**src/hw/rtl/pcrc_pkg.sv**
```systemverilog
// ----------------------------------------------------------------------------
// pcrc_pkg: shared types and constants for the packet serial CRC link engine
// Item layouts, function and result codes, register indexes, CRC-16 helper.
// ----------------------------------------------------------------------------
package pcrc_pkg;

  localparam int PayloadDepthDef = 48;

  // input function codes
  localparam logic [1:0] FUNC_WR   = 2'd0;
  localparam logic [1:0] FUNC_RD   = 2'd1;
  localparam logic [1:0] FUNC_RX   = 2'd2;
  localparam logic [1:0] FUNC_TICK = 2'd3;

  // result kinds
  localparam logic [1:0] KIND_TX      = 2'd0;
  localparam logic [1:0] KIND_WR_DONE = 2'd1;
  localparam logic [1:0] KIND_RD_DONE = 2'd2;

  // configuration register indexes
  localparam logic [1:0] CFG_DEV_ADDR = 2'd0;
  localparam logic [1:0] CFG_TIMEOUT  = 2'd1;
  localparam logic [1:0] CFG_RETRY    = 2'd2;

  localparam logic [7:0]  DevAddrRst  = 8'd128;
  localparam logic [15:0] TimeoutRst  = 16'd5;
  localparam logic [2:0]  RetryRst    = 3'd2;
  localparam logic [15:0] TimeoutDflt = 16'd5;

  localparam logic [15:0] CrcPoly   = 16'h1021;
  localparam logic [15:0] CrcTopBit = 16'h8000;
  localparam logic [7:0]  AckByte   = 8'hFF;

  typedef struct packed {
    logic [1:0] func;
    logic [7:0] data;
    logic       last;
  } in_item_t;

  typedef struct packed {
    logic [1:0]  kind;
    logic [7:0]  tx_byte;
    logic        ok;
    logic [31:0] value;
    logic [7:0]  status_byte;
    logic        run_end;
  } out_item_t;

  typedef struct packed {
    logic [7:0]  dev_addr;
    logic [15:0] timeout;
    logic [2:0]  retry_limit;
  } cfg_t;

  typedef struct packed {
    logic      valid;
    out_item_t item;
  } emit_t;

  // CRC-16 (poly 0x1021, MSB first), one byte
  function automatic logic [15:0] crc16_byte(logic [15:0] crc, logic [7:0] b);
    logic [15:0] c;
    c = crc ^ {b, 8'h00};
    for (int i = 0; i < 8; i++) begin
      if ((c & CrcTopBit) != 16'h0) begin
        c = (c << 1) ^ CrcPoly;
      end else begin
        c = c << 1;
      end
    end
    return c;
  endfunction

endpackage

```
**src/hw/rtl/pcrc_chan_if.sv**
```systemverilog
// ----------------------------------------------------------------------------
// pcrc_chan_if: valid/ready channel
// Carries one item per handshake; payload type set per instance.
// ----------------------------------------------------------------------------
interface pcrc_chan_if #(
  parameter type T = logic
) ();
  logic valid;
  logic ready;
  T     payload;

  modport source (output valid, output payload, input ready);
  modport sink   (input valid, input payload, output ready);
endinterface

```
**src/hw/rtl/pcrc_ram.sv**
```systemverilog
// ----------------------------------------------------------------------------
// pcrc_ram: generic single-write, single-read RAM
// One write port, one read port, read data registered.
// ----------------------------------------------------------------------------
module pcrc_ram #(
  parameter int WIDTH = 8,
  parameter int DEPTH = 48
) (
  input  logic                     clk_i,
  input  logic                     we_i,
  input  logic [$clog2(DEPTH)-1:0] waddr_i,
  input  logic [WIDTH-1:0]         wdata_i,
  input  logic                     re_i,
  input  logic [$clog2(DEPTH)-1:0] raddr_i,
  output logic [WIDTH-1:0]         rdata_o
);

  logic [WIDTH-1:0] mem_q [DEPTH];
  logic [WIDTH-1:0] rdata_q;

  always_ff @(posedge clk_i) begin
    if (we_i) begin
      mem_q[waddr_i] <= wdata_i;
    end
    if (re_i) begin
      rdata_q <= mem_q[raddr_i];
    end
  end

  assign rdata_o = rdata_q;

endmodule

```
**src/hw/rtl/pcrc_ctrl.sv**
```systemverilog
// ----------------------------------------------------------------------------
// pcrc_ctrl: link sequencer
// Collects frames into the frame store, walks it to send, checks replies.
// ----------------------------------------------------------------------------
module pcrc_ctrl #(
  parameter int PAYLOAD_DEPTH = pcrc_pkg::PayloadDepthDef
) (
  input  logic           clk_i,
  input  logic           rst_ni,
  input  pcrc_pkg::cfg_t cfg_i,
  pcrc_chan_if.sink      in_i,
  input  logic           emit_ready_i,
  output pcrc_pkg::emit_t emit_o
);
  import pcrc_pkg::*;

  localparam int IdxW = $clog2(PAYLOAD_DEPTH);
  localparam int LenW = $clog2(PAYLOAD_DEPTH + 1);

  typedef enum logic [7:0] {
    S_IDLE      = 8'b0000_0001,
    S_SEND_ADDR = 8'b0000_0010,
    S_SEND_RD   = 8'b0000_0100,
    S_SEND_BYTE = 8'b0000_1000,
    S_CRC_HI    = 8'b0001_0000,
    S_CRC_LO    = 8'b0010_0000,
    S_WAIT      = 8'b0100_0000,
    S_RESULT    = 8'b1000_0000
  } state_e;

  state_e          state_q, state_d;
  logic [LenW-1:0] len_q, len_d;
  logic [IdxW-1:0] idx_q, idx_d;
  logic            collect_q, collect_d;
  logic            is_read_q, is_read_d;
  logic [2:0]      retries_q, retries_d;
  logic [15:0]     crc_q, crc_d;
  logic [7:0]      rcrc_hi_q, rcrc_hi_d;
  logic [2:0]      ridx_q, ridx_d;
  logic [31:0]     rval_q, rval_d;
  logic [7:0]      rstat_q, rstat_d;
  logic [15:0]     wt_q, wt_d;
  logic            res_ok_q, res_ok_d;

  logic            ram_we, ram_re;
  logic [IdxW-1:0] ram_waddr, ram_raddr;
  logic [7:0]      ram_rdata;

  in_item_t        item;
  logic            in_ready, in_fire, last_byte, fail;
  logic [LenW-1:0] eff_len;
  logic [15:0]     limit, wt_inc;

  pcrc_ram #(
    .WIDTH (8),
    .DEPTH (PAYLOAD_DEPTH)
  ) u_frame_ram (
    .clk_i   (clk_i),
    .we_i    (ram_we),
    .waddr_i (ram_waddr),
    .wdata_i (item.data),
    .re_i    (ram_re),
    .raddr_i (ram_raddr),
    .rdata_o (ram_rdata)
  );

  assign item      = in_i.payload;
  assign in_ready  = (state_q == S_IDLE) || (state_q == S_WAIT);
  assign in_i.ready = in_ready;
  assign in_fire   = in_i.valid && in_ready;
  assign last_byte = (LenW'(idx_q) + LenW'(1)) == len_q;
  assign eff_len   = collect_q ? len_q : '0;
  assign limit     = (cfg_i.timeout == 16'h0) ? TimeoutDflt : cfg_i.timeout;
  assign wt_inc    = (wt_q == 16'hFFFF) ? wt_q : wt_q + 16'd1;

  always_comb begin
    state_d   = state_q;
    len_d     = len_q;
    idx_d     = idx_q;
    collect_d = collect_q;
    is_read_d = is_read_q;
    retries_d = retries_q;
    crc_d     = crc_q;
    rcrc_hi_d = rcrc_hi_q;
    ridx_d    = ridx_q;
    rval_d    = rval_q;
    rstat_d   = rstat_q;
    wt_d      = wt_q;
    res_ok_d  = res_ok_q;
    ram_we    = 1'b0;
    ram_waddr = '0;
    ram_re    = 1'b0;
    ram_raddr = idx_q;
    fail      = 1'b0;
    emit_o    = '0;

    unique case (state_q)
      S_IDLE: begin
        if (in_fire) begin
          case (item.func)
            FUNC_WR: begin
              collect_d = 1'b1;
              if (eff_len < LenW'(PAYLOAD_DEPTH)) begin
                ram_we    = 1'b1;
                ram_waddr = eff_len[IdxW-1:0];
                len_d     = eff_len + LenW'(1);
              end else begin
                len_d = eff_len;
              end
              if (item.last) begin
                collect_d = 1'b0;
                is_read_d = 1'b0;
                retries_d = cfg_i.retry_limit;
                state_d   = S_SEND_ADDR;
              end
            end
            FUNC_RD: begin
              if (!collect_q) begin
                ram_we    = 1'b1;
                len_d     = LenW'(1);
                is_read_d = 1'b1;
                retries_d = cfg_i.retry_limit;
                state_d   = S_SEND_ADDR;
              end
            end
            default: ;  // stray rx bytes and idle ticks dropped
          endcase
        end
      end

      S_SEND_ADDR: begin
        if (emit_ready_i) begin
          emit_o.valid        = 1'b1;
          emit_o.item.kind    = KIND_TX;
          emit_o.item.tx_byte = cfg_i.dev_addr;
          crc_d   = crc16_byte(16'h0, cfg_i.dev_addr);
          idx_d   = '0;
          wt_d    = '0;
          ridx_d  = '0;
          rval_d  = '0;
          rstat_d = '0;
          rcrc_hi_d = '0;
          state_d = S_SEND_RD;
        end
      end

      S_SEND_RD: begin
        ram_re  = 1'b1;
        state_d = S_SEND_BYTE;
      end

      S_SEND_BYTE: begin
        if (emit_ready_i) begin
          emit_o.valid        = 1'b1;
          emit_o.item.kind    = KIND_TX;
          emit_o.item.tx_byte = ram_rdata;
          emit_o.item.run_end = last_byte && is_read_q;
          crc_d = crc16_byte(crc_q, ram_rdata);
          if (last_byte) begin
            state_d = is_read_q ? S_WAIT : S_CRC_HI;
          end else begin
            idx_d   = idx_q + IdxW'(1);
            state_d = S_SEND_RD;
          end
        end
      end

      S_CRC_HI: begin
        if (emit_ready_i) begin
          emit_o.valid        = 1'b1;
          emit_o.item.kind    = KIND_TX;
          emit_o.item.tx_byte = crc_q[15:8];
          state_d = S_CRC_LO;
        end
      end

      S_CRC_LO: begin
        if (emit_ready_i) begin
          emit_o.valid        = 1'b1;
          emit_o.item.kind    = KIND_TX;
          emit_o.item.tx_byte = crc_q[7:0];
          emit_o.item.run_end = 1'b1;
          state_d = S_WAIT;
        end
      end

      S_WAIT: begin
        if (in_fire) begin
          case (item.func)
            FUNC_RX: begin
              if (!is_read_q) begin
                if (item.data == AckByte) begin
                  res_ok_d = 1'b1;
                  state_d  = S_RESULT;
                end else begin
                  fail = 1'b1;
                end
              end else begin
                wt_d = '0;
                if (ridx_q < 3'd4) begin
                  rval_d = {rval_q[23:0], item.data};
                  crc_d  = crc16_byte(crc_q, item.data);
                  ridx_d = ridx_q + 3'd1;
                end else if (ridx_q == 3'd4) begin
                  rstat_d = item.data;
                  crc_d   = crc16_byte(crc_q, item.data);
                  ridx_d  = ridx_q + 3'd1;
                end else if (ridx_q == 3'd5) begin
                  rcrc_hi_d = item.data;
                  ridx_d    = ridx_q + 3'd1;
                end else if ({rcrc_hi_q, item.data} == crc_q) begin
                  res_ok_d = 1'b1;
                  state_d  = S_RESULT;
                end else begin
                  fail = 1'b1;
                end
              end
            end
            FUNC_TICK: begin
              wt_d = wt_inc;
              if (wt_inc >= limit) begin
                fail = 1'b1;
              end
            end
            default: ;  // busy: new requests ignored
          endcase
        end
        if (fail) begin
          if (retries_q != 3'd0) begin
            retries_d = retries_q - 3'd1;
            state_d   = S_SEND_ADDR;
          end else begin
            res_ok_d = 1'b0;
            state_d  = S_RESULT;
          end
        end
      end

      S_RESULT: begin
        if (emit_ready_i) begin
          emit_o.valid            = 1'b1;
          emit_o.item.kind        = is_read_q ? KIND_RD_DONE : KIND_WR_DONE;
          emit_o.item.ok          = res_ok_q;
          emit_o.item.value       = res_ok_q ? rval_q : 32'h0;
          emit_o.item.status_byte = res_ok_q ? rstat_q : 8'h0;
          emit_o.item.run_end     = 1'b1;
          state_d = S_IDLE;
        end
      end

      default: state_d = S_IDLE;
    endcase
  end

  always_ff @(posedge clk_i or negedge rst_ni) begin
    if (!rst_ni) begin
      state_q   <= S_IDLE;
      len_q     <= '0;
      idx_q     <= '0;
      collect_q <= 1'b0;
      is_read_q <= 1'b0;
      retries_q <= '0;
      crc_q     <= '0;
      rcrc_hi_q <= '0;
      ridx_q    <= '0;
      rval_q    <= '0;
      rstat_q   <= '0;
      wt_q      <= '0;
      res_ok_q  <= 1'b0;
    end else begin
      state_q   <= state_d;
      len_q     <= len_d;
      idx_q     <= idx_d;
      collect_q <= collect_d;
      is_read_q <= is_read_d;
      retries_q <= retries_d;
      crc_q     <= crc_d;
      rcrc_hi_q <= rcrc_hi_d;
      ridx_q    <= ridx_d;
      rval_q    <= rval_d;
      rstat_q   <= rstat_d;
      wt_q      <= wt_d;
      res_ok_q  <= res_ok_d;
    end
  end

`ifndef NO_ASSERTIONS
  a_emit_only_when_ready: assert property (@(posedge clk_i) disable iff (!rst_ni)
    emit_o.valid |-> emit_ready_i)
    else $error("item emitted into a full output stage");

  a_len_bounded: assert property (@(posedge clk_i) disable iff (!rst_ni)
    len_q <= LenW'(PAYLOAD_DEPTH))
    else $error("frame length beyond frame store");

  a_reply_idx_bounded: assert property (@(posedge clk_i) disable iff (!rst_ni)
    ridx_q <= 3'd6)
    else $error("reply index out of range");

  a_read_then_byte: assert property (@(posedge clk_i) disable iff (!rst_ni)
    (state_q == S_SEND_RD) |=> (state_q == S_SEND_BYTE))
    else $error("store read not followed by byte send");

  a_idx_in_frame: assert property (@(posedge clk_i) disable iff (!rst_ni)
    (state_q == S_SEND_BYTE) |-> (LenW'(idx_q) < len_q))
    else $error("send index past frame length");
`endif

endmodule

```
**src/hw/rtl/packet_serial_crc_link_engine_unit.sv**
```systemverilog
// ----------------------------------------------------------------------------
// packet_serial_crc_link_engine_unit: host side of an addressed serial link
// Frames write commands with CRC-16, waits for ack or CRC-checked reply, retries on failure.
// ----------------------------------------------------------------------------
//  channel   dir  handshake       payload
//  in_i      in   valid/ready     func, data, last
//  out_o     out  valid/ready     kind, tx_byte, ok, value, status_byte, run_end
//  cfg       in   cfg_we_i only   cfg_idx_i, cfg_wdata_i
//
//  A frame send emits the address, then each stored byte as a frame store
//  read followed by the send, then the CRC of a write frame; the failed/done
//  result follows as a separate item. Reset (rst_ni, async low) returns to
//  idle with default registers; the frame store holds no reset state. A
//  stalled out_o holds the sequencer in place; in_i is taken only while idle
//  or waiting for a reply.
// ----------------------------------------------------------------------------
module packet_serial_crc_link_engine_unit #(
  parameter int PAYLOAD_DEPTH = pcrc_pkg::PayloadDepthDef
) (
  input  logic        clk_i,
  input  logic        rst_ni,
  pcrc_chan_if.sink   in_i,
  pcrc_chan_if.source out_o,
  input  logic        cfg_we_i,
  input  logic [1:0]  cfg_idx_i,
  input  logic [15:0] cfg_wdata_i
);
  import pcrc_pkg::*;

  cfg_t      cfg_q;
  emit_t     emit;
  logic      emit_ready;
  logic      out_valid_q;
  out_item_t out_item_q;

  // configuration registers; unknown indexes are ignored
  always_ff @(posedge clk_i or negedge rst_ni) begin
    if (!rst_ni) begin
      cfg_q.dev_addr    <= DevAddrRst;
      cfg_q.timeout     <= TimeoutRst;
      cfg_q.retry_limit <= RetryRst;
    end else if (cfg_we_i) begin
      unique case (cfg_idx_i)
        CFG_DEV_ADDR: cfg_q.dev_addr    <= cfg_wdata_i[7:0];
        CFG_TIMEOUT:  cfg_q.timeout     <= cfg_wdata_i;
        CFG_RETRY:    cfg_q.retry_limit <= cfg_wdata_i[2:0];
        default: ;
      endcase
    end
  end

  pcrc_ctrl #(
    .PAYLOAD_DEPTH (PAYLOAD_DEPTH)
  ) u_ctrl (
    .clk_i        (clk_i),
    .rst_ni       (rst_ni),
    .cfg_i        (cfg_q),
    .in_i         (in_i),
    .emit_ready_i (emit_ready),
    .emit_o       (emit)
  );

  // output register: sequencer may load a new item as the old one leaves
  assign emit_ready = !out_valid_q || out_o.ready;

  always_ff @(posedge clk_i or negedge rst_ni) begin
    if (!rst_ni) begin
      out_valid_q <= 1'b0;
    end else if (emit_ready) begin
      out_valid_q <= emit.valid;
    end
  end

  always_ff @(posedge clk_i) begin
    if (emit.valid) begin
      out_item_q <= emit.item;
    end
  end

  assign out_o.valid   = out_valid_q;
  assign out_o.payload = out_item_q;

endmodule
```
**src/flat_wrapper.sv**
```systemverilog
// flat-port wrapper written by rule: the top's interface ports become plain ports
module packet_serial_crc_link_engine_unit_flat import pcrc_pkg::*;
#(
  parameter int PAYLOAD_DEPTH = pcrc_pkg::PayloadDepthDef
)
  (clk_i, rst_ni, cfg_we_i, cfg_idx_i, cfg_wdata_i, in_i_valid, in_i_payload, in_i_ready, out_o_valid, out_o_payload, out_o_ready);
  pcrc_chan_if in_i_i ();
  pcrc_chan_if out_o_i ();
  input  logic clk_i;
  input  logic rst_ni;
  input  logic cfg_we_i;
  input  logic [1:0] cfg_idx_i;
  input  logic [15:0] cfg_wdata_i;
  input wire logic [$bits(in_i_i.valid)-1:0] in_i_valid;
  input wire logic [$bits(in_i_i.payload)-1:0] in_i_payload;
  output wire logic [$bits(in_i_i.ready)-1:0] in_i_ready;
  output wire logic [$bits(out_o_i.valid)-1:0] out_o_valid;
  output wire logic [$bits(out_o_i.payload)-1:0] out_o_payload;
  input wire logic [$bits(out_o_i.ready)-1:0] out_o_ready;
  assign in_i_i.valid = in_i_valid;
  assign in_i_i.payload = in_i_payload;
  assign in_i_ready = in_i_i.ready;
  assign out_o_valid = out_o_i.valid;
  assign out_o_payload = out_o_i.payload;
  assign out_o_i.ready = out_o_ready;
  packet_serial_crc_link_engine_unit #(.PAYLOAD_DEPTH(PAYLOAD_DEPTH)) u_core (.clk_i(clk_i), .rst_ni(rst_ni), .in_i(in_i_i), .out_o(out_o_i), .cfg_we_i(cfg_we_i), .cfg_idx_i(cfg_idx_i), .cfg_wdata_i(cfg_wdata_i));
endmodule
```
**config.mk**
```make
export PLATFORM = sky130hd
export DESIGN_NAME = packet_serial_crc_link_engine_unit_flat
export DESIGN_NICKNAME = d
export VERILOG_FILES = /design/src/hw/rtl/pcrc_pkg.sv /design/src/hw/rtl/pcrc_chan_if.sv /design/src/hw/rtl/pcrc_ram.sv /design/src/hw/rtl/pcrc_ctrl.sv /design/src/hw/rtl/packet_serial_crc_link_engine_unit.sv /design/src/flat_wrapper.sv
export SDC_FILE = /design/constraint.sdc
export NUM_CORES = 1
export LEC_CHECK = 0
export ABC_AREA = 1
export BUFFER_PORTS_ARGS = -buffer_cell sky130_fd_sc_hd__buf_4
export CAP_MARGIN = 20
export CORE_MARGIN = 2
export CORE_UTILIZATION = 60
export CTS_CLUSTER_SIZE = 20
export DETAILED_ROUTE_END_ITERATION = 6
export PLACE_DENSITY = 0.85
export SLEW_MARGIN = 10
export SYNTH_ARGS = -nofsm -noshare
export SYNTH_HDL_FRONTEND = slang
export SYNTH_HIERARCHICAL = 1
export SYNTH_SLANG_ARGS = --single-unit
```
**constraint.sdc**
```tcl
create_clock -name clk_i -period 3.7 [get_ports clk_i]
set_input_delay 0.37 -clock clk_i [delete_from_list [all_inputs] [get_ports clk_i]]
set_output_delay 0.37 -clock clk_i [all_outputs]
set_load 0.01 [all_outputs]
```
==> impl_metrics.json <==
{
  "synthesis.area_sq_um": 1510,
  "rows": 18,
  "dr.first_iter.drc_count": 38,
  "syn_avg_cell_area_sq_um": 7.33,
  "cts_tree": "done",
  "outcome": "finished clean",
  "fp.dieW_um": 54.2,
  "drv_cap": 0,
  "fillers": 207,
  "utilization_pct": 65.7,
  "endpoint": "in_i_ready",
  "n_antenna_cell": 0,
  "seqPwrFrac_pct": 42.6,
  "top_level_ports": 27,
  "grt_max_degree": 23,
  "combPwrFrac_pct": 42.7,
  "cts_buffer_depth": 2,
  "wirelength_um": 2770,
  "clock_sinks": 23,
  "die_h_um": 54.2,
  "worst_skew_pair.late_latency_ns": 0.31,
  "gp_congestion": 0.881,
  "area_growth_pct": 5.80,
  "worstRegToRegCells": 11,
  "clockPowerShare_pct": 14.7,
  "fin_crit_ns": 2.04,
  "start_util_pct": 62.1,
  "layout.nets": 239,
  "cts_setup_buffers": 0,
  "startpoint": "u_core/u_ctrl/state_q[1]$_DFFE_PN0P_",
  "wl_per_cell_um": 11.5,
  "ant_nets": 0,
  "drtPass1Iterations": 4,
  "hold_viol_final": 0,
  "swShare_pct": 43.7,
  "synth-warning-count": 6,
  "fin_crit_sh_pct": 55.2,
  "vias_per_cell": 5.25,
  "finClkSkew_ns": 0.00650,
  "antenna_found_initial": 0,
  "regArea_sq_um": 582,
  "p_int_w": 0.000459,
  "required_ns": 3.33,
  "synthCells": 206,
  "numCtsBuffers": 3,
  "switching_power_w": 0.000356,
  "grt_pass1_wl_um": 4820,
  "drc": 0,
  "synthesis.nets": 233,
  "core_area_sq_um": 2430,
  "track_usage_pct": 22.5,
  "ir_drop_uv": 420,
  "clockRootBuffer": "clkbuf_4",
  "timing.final.max_slew_violations": 0,
  "crit_path_start_kind": "flip-flop",
  "timing.rr.start": "u_core/u_ctrl/idx_q[0]$_DFFE_PN0P_",
  "die_area_sq_um": 2930,
  "rrSetupSlack_ns": 1.96,
  "p_per_area_nw_per_um2": 510,
  "critPathKind": "reg -> out",
  "setup_viol_count_final": 0,
  "worstMarginPinSlew_ns": 0.361,
  "hold_class": "in -> reg",
  "multiInputGateArea_sq_um": 754,
  "htree_num_levels": 1,
  "fin_tns_setup_ns": 0,
  "arrival_ns": 1.67,
  "fmax_mhz": 490,
  "end_kind": "output port",
  "grt_pass1_vias": 1167,
  "crit_fanout": 4,
  "max-slew-margin-rel_pct": 75.9,
  "holdBufCountCts": 1,
  "grt-ovfl-total": 0,
  "via_count": 1265,
  "grt_setup_unrepaired": "false",
  "power_leakage_nw": 0.811,
  "p_total_w": 0.000816,
  "post_cts_resized": 0,
  "drive_above_1_share_pct": 16.6,
  "dp_hpwl_um": 2170,
  "clk_pin_slew_ns": 0.13,
  "io_buffers": 7,
  "r2r_end": "u_core/u_ctrl/idx_q[2]$_DFFE_PN0P_"
}
-- state kept, by name, summed over array words and instances (netlist names) --
name,flops
u_core/out_o.payload,1
u_core/out_o.valid,1
u_core/u_ctrl/collect_q,1
u_core/u_ctrl/idx_q,6
u_core/u_ctrl/len_q,6
u_core/u_ctrl/state_q,8
-- layout make-up --
cell class	count	area share, %
multi-input cells	142	47.2
flip-flops and latches	23	36.4
inverters	34	8.22
repair buffers	8	3.92
well taps	30	2.35
clock buffers	3	1.41
clock inverters	1	0.470
-- worst max-delay path: stages, from the launching register on --
cell and delay (ns):
dfrtp_1 0.43, nor2_1 0.20, nand2_1 0.14, inv_1 0.10
nand4_1 0.20, nand2_1 0.15, buf_4 0.13
-- through the flow --
step           cells  setup slack [ns]  hold WS [ns]  cell area (sq um)
2_1_floorplan    206              2.17        0.0744               1510
3_3_place_gp     236              2.00         0.274               1560
3_5_place_dp     236              1.98         0.280               1560
4_1_cts          241              1.68         0.246               1600
5_1_grt          241              1.50         0.246               1600
6_report         241              1.66         0.251               1600
-- cells in the final DEF, fill, tap and decap left out, drive strengths merged --
master and instances:
a21oi 1, and2 1, buf 7, clkbuf 3, clkinv 1, clkinvlp 1, dfrtp 21, dfstp 1
dlygate4sd3 1, edfxtp 1, ha 3, inv 33, nand2 66, nand3 22, nand3b 1, nand4 8
nor2 19, nor3 2, o21ai 17, xnor2 1, xor2 1
-- power by group through the flow --
stage               Sequential [W]  Combinational, W  Clock, W
finish                    0.000347          0.000348  0.000120
global placement          0.000349          0.000328         0
global route              0.000354          0.000404  0.000134
floorplan                 0.000337          0.000274         0
CTS                       0.000347          0.000347  0.000124
detailed placement        0.000352          0.000345         0
-- how the worst min path moves through the flow --
stage                 start                                   end  cells past startpoint
2_1_floorplan        rst_ni        u_core/out_o.valid$_DFFE_PN0P_                      0
3_3_place_gp         rst_ni  u_core/u_ctrl/state_q[6]$_DFFE_PN0P_                      1
3_5_place_dp         rst_ni  u_core/u_ctrl/state_q[5]$_DFFE_PN0P_                      1
4_1_cts        in_i_payload   u_core/u_ctrl/collect_q$_DFFE_PN0P_                      2
5_1_grt        in_i_payload   u_core/u_ctrl/collect_q$_DFFE_PN0P_                      2
6_report       in_i_payload   u_core/u_ctrl/collect_q$_DFFE_PN0P_                      2
-- metal layers --
metal  track usage, %  part of all wire (%)  vias to the layer above
met5                0                     0                        -
met4             7.08                  0.61                        0
met3             3.33                   5.1                        2
met2             37.1                    50                       35
met1             30.3                    45                      568
li1                 -                     -                      660
(Power assumes the default switching activity.)
